===== config.mk =====
export PLATFORM = sky130hd
export DESIGN_NAME = polyphonic_voice_table
export DESIGN_NICKNAME = d
export VERILOG_FILES = /design/src/hw/rtl/pvt_pkg.sv /design/src/hw/rtl/pvt_cell.sv /design/src/hw/rtl/polyphonic_voice_table.sv
export SDC_FILE = /design/constraint.sdc
export NUM_CORES = 2
export LEC_CHECK = 0
export BUFFER_PORTS_ARGS = -buffer_cell sky130_fd_sc_hd__buf_4
export CAP_MARGIN = 0
export CELL_PAD_IN_SITES_DETAIL_PLACEMENT = 1
export CELL_PAD_IN_SITES_GLOBAL_PLACEMENT = 1
export CORE_ASPECT_RATIO = 1.75
export CORE_MARGIN = 1
export CORE_UTILIZATION = 53
export DETAILED_ROUTE_END_ITERATION = 12
export PLACE_DENSITY = 0.75
export SLEW_MARGIN = 20
export SYNTH_ARGS = -nofsm -noshare
export SYNTH_HDL_FRONTEND = slang
export SYNTH_SLANG_ARGS = --single-unit

===== constraint.sdc =====
create_clock -name clk -period 16.35 [get_ports clk]
set_clock_uncertainty 0.15 [all_clocks]
set_input_delay 4.905 -clock clk [delete_from_list [all_inputs] [get_ports clk]]
set_output_delay 4.905 -clock clk [all_outputs]
set_load 0.005 [all_outputs]

===== src/hw/rtl/pvt_pkg.sv =====
// Shared types and codes for the polyphonic voice table.
// Used by pvt_cell and polyphonic_voice_table; depends on nothing.
package pvt_pkg;

  localparam int TIME_W = 31;
  localparam int TONE_W = 24;
  localparam int GAIN_W = 16;
  localparam int REL_W  = 16;
  localparam int STOP_W = 32;

  localparam logic [STOP_W-1:0] STOP_HELD = '1;
  localparam logic [REL_W-1:0]  REL_RESET = 16'd35;

  typedef enum logic [1:0] {
    KIND_PLAY = 2'd0,
    KIND_STOP = 2'd1,
    KIND_TICK = 2'd2,
    KIND_READ = 2'd3
  } kind_t;

  typedef enum logic [2:0] {
    STAT_ADDED      = 3'd0,
    STAT_ADD_EVICT  = 3'd1,
    STAT_STOPPED    = 3'd2,
    STAT_NO_MATCH   = 3'd3,
    STAT_TICK_DONE  = 3'd4,
    STAT_READ_OK    = 3'd5,
    STAT_READ_EMPTY = 3'd6
  } status_t;

  typedef enum logic [2:0] {
    OP_HOLD,
    OP_APPEND,
    OP_EVICT,
    OP_STOP,
    OP_MARK,
    OP_COMPACT,
    OP_ROTATE
  } cell_op_t;

  typedef enum logic [2:0] {
    ST_IDLE,
    ST_EXEC,
    ST_COMPACT,
    ST_ROTATE,
    ST_EMIT
  } state_t;

  // one voice entry as it moves along the chain
  typedef struct packed {
    logic              valid;
    logic              dead;
    logic              held;
    logic [TIME_W-1:0] start;
    logic [TIME_W-1:0] stop;
    logic [TONE_W-1:0] tone;
    logic [GAIN_W-1:0] gain;
    logic [TIME_W-1:0] deadline;
  } voice_t;

  // broadcast from the sequencer to every cell
  typedef struct packed {
    cell_op_t          op;
    voice_t            fresh;
    logic [TONE_W-1:0] tone;
    logic [TIME_W-1:0] now;
    logic [TIME_W-1:0] stop_stamp;
    logic [TIME_W-1:0] deadline;
  } ctrl_t;

endpackage


===== src/hw/rtl/pvt_cell.sv =====
// One entry of the voice chain: holds a voice and takes its upper neighbour on a shift.
// Depends on pvt_pkg.
module pvt_cell
  import pvt_pkg::*;
(
  input  logic   clk,
  input  logic   rst,
  input  ctrl_t  ctrl,
  input  logic   load_sel,
  input  voice_t next_in,
  input  logic   found_in,
  input  logic   hole_in,
  output logic   found_out,
  output logic   hole_out,
  output logic   hit,
  output voice_t q
);

  voice_t q_next;
  logic   match;

  always_comb begin
    match     = q.valid & q.held & (q.tone == ctrl.tone);
    hit       = match & ~found_in;
    found_out = found_in | match;
    // a cell at or above the first dead entry pulls from its neighbour
    hole_out  = hole_in | (q.valid & q.dead);
    q_next    = q;
    unique case (ctrl.op)
      OP_HOLD:    q_next = q;
      OP_APPEND:  if (load_sel) q_next = ctrl.fresh;
      OP_EVICT:   q_next = next_in;
      OP_ROTATE:  q_next = next_in;
      OP_STOP: begin
        if (hit) begin
          q_next.held     = 1'b0;
          q_next.stop     = ctrl.stop_stamp;
          q_next.deadline = ctrl.deadline;
        end
      end
      OP_MARK:    q_next.dead = q.valid & ~q.held & (q.deadline == ctrl.now);
      OP_COMPACT: if (hole_out) q_next = next_in;
      default:    q_next = q;
    endcase
  end

  always_ff @(posedge clk) begin
    if (rst) begin
      q.valid <= 1'b0;
      q.dead  <= 1'b0;
    end else begin
      q <= q_next;
    end
  end

endmodule


===== src/hw/rtl/polyphonic_voice_table.sv =====
// Polyphonic voice table: age-ordered chain of VOICES cells, oldest note in cell 0.
// Play and stop: the request is executed in ST_EXEC and its result registered in ST_EMIT.
// Tick and read: ST_EXEC is followed by one pass of shifts along the cell chain before ST_EMIT;
// a stalled result holds ST_EMIT, and no new request is taken until the table is idle again.
// Synchronous reset empties the table and sets the release length to 35.
module polyphonic_voice_table
  import pvt_pkg::*;
#(
  parameter int VOICES = 16
) (
  input  logic         clk,
  input  logic         rst,
  input  logic         cfg_we,
  input  logic [15:0]  cfg_wdata,
  input  logic         s_tvalid,
  output logic         s_tready,
  // now_time[30:0], note_tone[54:31], note_gain[70:55], read_slot[74:71], zero fill
  input  logic [79:0]  s_tdata,
  // kind[1:0]
  input  logic [1:0]   s_tuser,
  output logic         m_tvalid,
  input  logic         m_tready,
  // slot[3:0], active_count[8:4], removed_count[13:9], entry_start[44:14],
  // entry_stop[76:45], entry_tone[100:77], entry_gain[116:101], zero fill
  output logic [119:0] m_tdata,
  // status[2:0]
  output logic [2:0]   m_tuser
);

  localparam int CW    = $clog2(VOICES + 1);
  localparam int CMP_W = (CW > 4) ? CW : 4;
  localparam int OW    = (CW > 5) ? CW : 5;
  localparam logic [CW-1:0] FULL_COUNT = CW'(VOICES);
  localparam logic [CW-1:0] LAST_STEP  = CW'(VOICES - 1);
  localparam logic [3:0]    SLOT_LAST  = 4'(VOICES - 1);

  state_t   state, state_next;
  ctrl_t    ctrl;
  cell_op_t op_sel;

  logic [REL_W-1:0]  release_len;
  logic [CW-1:0]     count;
  logic [CW-1:0]     step;
  logic [CW-1:0]     removed;

  kind_t             req_kind;
  logic [TIME_W-1:0] req_now;
  logic [TONE_W-1:0] req_tone;
  logic [GAIN_W-1:0] req_gain;
  logic [3:0]        req_rslot;

  status_t           res_status;
  logic [3:0]        res_slot;
  logic [TIME_W-1:0] res_start;
  logic [STOP_W-1:0] res_stop;
  logic [TONE_W-1:0] res_tone;
  logic [GAIN_W-1:0] res_gain;

  voice_t cells [VOICES];
  voice_t nxt   [VOICES];
  logic   hit   [VOICES];
  logic   found_c [VOICES+1];
  logic   hole_c  [VOICES+1];
  voice_t tail_in;

  logic              full, found, rd_ok, rd_hit, last_step;
  logic [TIME_W-1:0] evt_time;
  logic [3:0]        stop_slot;
  logic [OW-1:0]     count_o, removed_o;
  logic [CMP_W-1:0]  rslot_x, count_x, step_x;

  assign s_tready = (state == ST_IDLE);

  // chain of cells
  assign found_c[0] = 1'b0;
  assign hole_c[0]  = 1'b0;

  for (genvar i = 0; i < VOICES; i++) begin : g_cell
    if (i == VOICES - 1) begin : g_tail
      assign nxt[i] = tail_in;
    end else begin : g_mid
      assign nxt[i] = cells[i+1];
    end

    pvt_cell u_cell (
      .clk       (clk),
      .rst       (rst),
      .ctrl      (ctrl),
      .load_sel  (count == CW'(i)),
      .next_in   (nxt[i]),
      .found_in  (found_c[i]),
      .hole_in   (hole_c[i]),
      .found_out (found_c[i+1]),
      .hole_out  (hole_c[i+1]),
      .hit       (hit[i]),
      .q         (cells[i])
    );
  end

  always_comb begin
    evt_time  = (req_now == '0) ? '0 : req_now + TIME_W'(1);
    full      = (count == FULL_COUNT);
    last_step = (step == LAST_STEP);
    rslot_x   = CMP_W'(req_rslot);
    count_x   = CMP_W'(count);
    step_x    = CMP_W'(step);
    rd_ok     = rslot_x < count_x;
    rd_hit    = rd_ok && (step_x == rslot_x);
    count_o   = OW'(count);
    removed_o = OW'(removed);
  end

  // outcome of the stop search along the chain
  always_comb begin
    found     = found_c[VOICES];
    stop_slot = '0;
    for (int i = 0; i < VOICES; i++) begin
      if (hit[i]) stop_slot = stop_slot | 4'(i);
    end
  end

  always_comb begin
    ctrl.op             = op_sel;
    ctrl.fresh.valid    = 1'b1;
    ctrl.fresh.dead     = 1'b0;
    ctrl.fresh.held     = 1'b1;
    ctrl.fresh.start    = evt_time;
    ctrl.fresh.stop     = '0;
    ctrl.fresh.tone     = req_tone;
    ctrl.fresh.gain     = req_gain;
    ctrl.fresh.deadline = '0;
    ctrl.tone           = req_tone;
    ctrl.now            = req_now;
    ctrl.stop_stamp     = evt_time;
    ctrl.deadline       = req_now + TIME_W'(release_len);
  end

  // what enters the top cell on a shift
  always_comb begin
    unique case (ctrl.op)
      OP_EVICT:  tail_in = ctrl.fresh;
      OP_ROTATE: tail_in = cells[0];
      default:   tail_in = '0;
    endcase
  end

  always_comb begin
    state_next = state;
    op_sel     = OP_HOLD;
    unique case (state)
      ST_IDLE: if (s_tvalid) state_next = ST_EXEC;
      ST_EXEC: begin
        unique case (req_kind)
          KIND_PLAY: begin
            op_sel     = full ? OP_EVICT : OP_APPEND;
            state_next = ST_EMIT;
          end
          KIND_STOP: begin
            op_sel     = OP_STOP;
            state_next = ST_EMIT;
          end
          KIND_TICK: begin
            op_sel     = OP_MARK;
            state_next = ST_COMPACT;
          end
          KIND_READ: state_next = ST_ROTATE;
          default:   state_next = ST_EMIT;
        endcase
      end
      ST_COMPACT: begin
        op_sel = OP_COMPACT;
        if (last_step) state_next = ST_EMIT;
      end
      ST_ROTATE: begin
        op_sel = OP_ROTATE;
        if (last_step) state_next = ST_EMIT;
      end
      ST_EMIT: if (!m_tvalid || m_tready) state_next = ST_IDLE;
      default: state_next = ST_IDLE;
    endcase
  end

  always_ff @(posedge clk) begin
    if (rst) begin
      state       <= ST_IDLE;
      count       <= '0;
      step        <= '0;
      release_len <= REL_RESET;
      m_tvalid    <= 1'b0;
    end else begin
      state <= state_next;
      if (cfg_we) release_len <= cfg_wdata;

      if (s_tvalid && s_tready) begin
        req_kind  <= kind_t'(s_tuser);
        req_now   <= s_tdata[30:0];
        req_tone  <= s_tdata[54:31];
        req_gain  <= s_tdata[70:55];
        req_rslot <= s_tdata[74:71];
      end

      unique case (state)
        ST_EXEC: begin
          step      <= '0;
          removed   <= '0;
          res_start <= '0;
          res_stop  <= '0;
          res_tone  <= '0;
          res_gain  <= '0;
          unique case (req_kind)
            KIND_PLAY: begin
              res_status <= full ? STAT_ADD_EVICT : STAT_ADDED;
              res_slot   <= full ? SLOT_LAST : count_o[3:0];
              if (!full) count <= count + CW'(1);
            end
            KIND_STOP: begin
              res_status <= found ? STAT_STOPPED : STAT_NO_MATCH;
              res_slot   <= stop_slot;
            end
            KIND_TICK: begin
              res_status <= STAT_TICK_DONE;
              res_slot   <= '0;
            end
            KIND_READ: begin
              res_status <= rd_ok ? STAT_READ_OK : STAT_READ_EMPTY;
              res_slot   <= req_rslot;
            end
            default: res_status <= STAT_TICK_DONE;
          endcase
        end
        ST_COMPACT: begin
          step <= step + CW'(1);
          // one dead entry leaves the chain per cycle
          if (hole_c[VOICES]) begin
            removed <= removed + CW'(1);
            count   <= count - CW'(1);
          end
        end
        ST_ROTATE: begin
          step <= step + CW'(1);
          if (rd_hit) begin
            res_start <= cells[0].start;
            res_stop  <= cells[0].held ? STOP_HELD : {1'b0, cells[0].stop};
            res_tone  <= cells[0].tone;
            res_gain  <= cells[0].gain;
          end
        end
        default: ;
      endcase

      if (state == ST_EMIT && (!m_tvalid || m_tready)) begin
        m_tvalid <= 1'b1;
        m_tuser  <= res_status;
        m_tdata  <= {3'b000, res_gain, res_tone, res_stop, res_start,
                     removed_o[4:0], count_o[4:0], res_slot};
      end else if (m_tready) begin
        m_tvalid <= 1'b0;
      end
    end
  end

  a_count_bound: assert property (@(posedge clk) disable iff (rst)
    count <= FULL_COUNT)
    else $error("voice count above capacity");

  a_accept_exec: assert property (@(posedge clk) disable iff (rst)
    (s_tvalid && s_tready) |=> (state == ST_EXEC))
    else $error("request taken without starting execution");

  a_compact_dec: assert property (@(posedge clk) disable iff (rst)
    (state == ST_COMPACT && hole_c[VOICES]) |=> (count == $past(count) - CW'(1)))
    else $error("compaction step did not drop one entry");

  a_read_stable: assert property (@(posedge clk) disable iff (rst)
    (state == ST_ROTATE) |=> $stable(count))
    else $error("voice count changed during read");

endmodule

==> results.md <==
- Area fraction in compound gates after synthesis: 15.9%
- Max_cap viols: 0
- Die height: 603 um
- Number of buffers added by the clock tree synthesis step: 230
- Yosys warning count: 0
- Setup slack of the critical path after layout: 8980 ps
- Top-area cell type share of the netlist area: 67.4%
- CTS H-tree lvls: 4
- Final Max Tran Viols: 0
- FF+latch count, synth: 2518
- DRC violations left: 0
- Timing-limited maximum frequency: 136 MHz
- Buffer levels on the longest clock path: 4
- Period utilisation layout: 45.1%
- Clock transition at the registers of the reported paths: 70 ps
- Die extent in x: 346 um
- Total of hold buffers inserted after clock tree synthesis: 0
- Minimum clock period: 7370 ps
- Global routing usage summed across all routing layers: 33.3%
- Setup tns final: 0 ps
- Final weighted congestion in routability-driven placement: 0.967
- Site row count: 220
- Cell area after synthesis: 0.109 sq mm
- Slew at the pin closest to its max-slew limit: 1230 ps
- Highest routed layer: met5
- Synth area leader: sky130_fd_sc_hd__edfxtp_1
- Worst slew margin: 17.5%
- First-pass GRT wire length: 500 mm
- Worst IR drop on VDD: 0.118 mV
- Setup Buffers After CTS: 0
- Most instantiated library cell after synthesis: sky130_fd_sc_hd__edfxtp_1
- I/O Buffers: 219
- Routed length on met3: 21.5 mm
- Number of synthesized flops with an enable pin: 2456
- Clock Root Buffer: sky130_fd_sc_hd__clkbuf_16
- Area fraction in and, or, nand and nor cells after synthesis: 4.89%
- Setup repair after global routing missed its margin: false
- Synth Flop Type: sky130_fd_sc_hd__edfxtp_1
- Wire length on met1: 121 mm
- Maximum fanout encountered on the critical timing path: 16
- Placement-stage worst setup slack: 8030 ps
- Total number of vias: 66512
- WL final: 349 mm
- Ranking of synthesized cells by instance count: sky130_fd_sc_hd__edfxtp_1, sky130_fd_sc_hd__a21o_1, sky130_fd_sc_hd__xor2_1
- Area of the die: 0.208 sq mm
- Average cell area after synthesis: 14.7 sq um
- Avg Vias per Cell: 6.42
- Critical Path Sink Type: primary output
- Required time of the critical path: 11300 ps
- Wire length per cell after detailed routing: 33.7 um
- Tightest Hold Check Type: reg2reg
- Initial antenna violation count: 8
- Half-perimeter wire length of the detailed placement result: 220 mm
- # IOs: 228
- Remaining global-route overflow: 0
- Combinational family with the most area after synthesis: compound AO/OA/AOI/OAI gates
- Pwr Density: 157 mW/mm^2
- Initial standard-cell utilization of the core: 53.4%
- Pin count of the biggest net entering global routing: 240
- Worst Setup Start Kind: register
- Worst path arrival time: 2310 ps
- Post-synthesis to final-layout area growth: 10.5%
- Post-synthesis instance total: 7465
- Proportion of synthesized chip area in sequential cells: 68.5%
- Mux cell area share after synthesis: 0.157%
- Layout cells sized above 1: 11.5%
- Share of synthesized flip-flops with an asynchronous set or reset: 0%
- Area of the placeable core: 0.205 sq mm
- Net total in the final layout: 7633
- Synth Area in Adders: 0.361%
- Clk sinks: 2518
- Count of routing violations after the opening detailed-route iteration: 6654
- Final antenna-violating net count: 0
- Largest cells by area after synthesis: sky130_fd_sc_hd__edfxtp_1, sky130_fd_sc_hd__a21o_1, sky130_fd_sc_hd__xor2_1, sky130_fd_sc_hd__xnor2_1, sky130_fd_sc_hd__o21a_1
- TritonCTS clock tree: done
- Final setup viols: 0
- Crit path kind: reg2out
- Synth cell types: 78
- XOR/XNOR share of the synthesized area: 7.50%
- DRT Pass-1 Iters: 6
- Status: complete, no violations
- Endpoints failing hold: 0
- DR WL met2: 177 mm
- Static Leak: 51.6 nW
- Worst skew pair latency: 910 ps
- Post-cts repair resize count: 0
- Via count of the first global-routing pass: 70265
[kinds of logic after synthesis]
family,count (synthesis)
flops,2518
other cells,1
buf+inv,640
fa+ha+maj,31
simple gates,984
xor+xnor,937
compound gates,2337
mux,17
[area by class of cell]
cell class | count | area [sq um]
Fill cell | 18760 | 84100
Sequential cell | 2518 | 75000
Multi-Input combinational cell | 4309 | 32000
Clock buffer | 283 | 6040
Tap cell | 2664 | 3330
Timing Repair Buffer | 411 | 3210
Clock inverter | 136 | 1260
Inverter | 29 | 109
Antenna cell | 6 | 15.0
[cell usage in the layout (no fill, tap or decap), types with 52 or more instances in the layout]
| master | Yosys | layout |
|---|---|---|
| sky130_fd_sc_hd__clkbuf_16 | 0 | 234 |
| sky130_fd_sc_hd__dfxtp_1 | 62 | 61 |
| sky130_fd_sc_hd__nand2_1 | 135 | 134 |
| sky130_fd_sc_hd__xnor2_1 | 468 | 467 |
| sky130_fd_sc_hd__and2_1 | 55 | 52 |
| sky130_fd_sc_hd__nor2_1 | 196 | 154 |
| sky130_fd_sc_hd__a21o_1 | 1840 | 1840 |
| sky130_fd_sc_hd__xor2_1 | 469 | 469 |
| sky130_fd_sc_hd__buf_4 | 53 | 400 |
| sky130_fd_sc_hd__nor4_1 | 136 | 135 |
| sky130_fd_sc_hd__a21oi_1 | 74 | 74 |
| sky130_fd_sc_hd__nand4_1 | 137 | 137 |
| sky130_fd_sc_hd__o21a_1 | 274 | 274 |
| sky130_fd_sc_hd__edfxtp_1 | 2456 | 2456 |
| sky130_fd_sc_hd__and3_1 | 100 | 99 |
| sky130_fd_sc_hd__nand3_1 | 59 | 58 |
[path summary, 6_finish.rpt]
kind	start	end	slack, ps	cells past startpoint
worst max-delay path	state[2]$_SDFFE_PP0P_	s_tready	8980	2
worst min-delay path	res_tone[3]$_SDFFCE_PP0P_	m_tdata[80]$_DFFE_PP_	260	0
worst max register to register	count[0]$_SDFFE_PP0P_	g_cell[14].u_cell.q[87]$_DFFE_PP_	10420	11
worst min register to register	res_tone[3]$_SDFFCE_PP0P_	m_tdata[80]$_DFFE_PP_	260	0
[state kept, by name, indices dropped and copies added, names as in the netlist]
signal,count
m_tdata,117
res_start,31
removed,5
g_cell.u_cell.q,2176
step,5
m_tuser,3
res_stop,32
res_gain,16
res_status,3
state,3
count,5
req_rslot,4
res_slot,4
res_tone,24
req_kind,2
req_now,31
m_tvalid,1
req_gain,16
release_len,16
req_tone,24
[per-stage QoR]
| stage | area [sq um] | hold slack [ps] | utilization, % | total power, mW | cells |
|---|---|---|---|---|---|
| final | 121000 | 258 | 59.0 | 19.0 | 10356 |
| after global routing | 121000 | 267 | 59.0 | 19.6 | 10351 |
| after detailed placement | 114000 | 255 | 55.4 | 13.6 | 9930 |
| after floorplan | 109000 | 250 | - | 12.0 | 7467 |
| after CTS | 121000 | 259 | 58.9 | 19.1 | 10349 |
| after global placement | 113000 | 252 | 55.3 | 13.4 | 9928 |
[where the power goes]
group	total (mW)	switching, mW	leakage (nW)	internal (mW)
registers	9.28	0.595	23.1	8.69
clock network	5.44	2.47	3.52	2.97
logic	4.31	2.90	24.9	1.41
[per-layer routing]
layer  global-route usage (%)  up-vias
li1                         -    27922
met2                     57.6     3014
met1                     37.6    34425
met5                        0        -
met3                     5.18     1147
met4                     24.0        4
[critical path: stages, from the launching register on]
cell and delay [ps]:
sky130_fd_sc_hd__dfxtp_1 520, sky130_fd_sc_hd__nor3_1 700, sky130_fd_sc_hd__buf_4 230
Power figures use the tool's default switching activity.
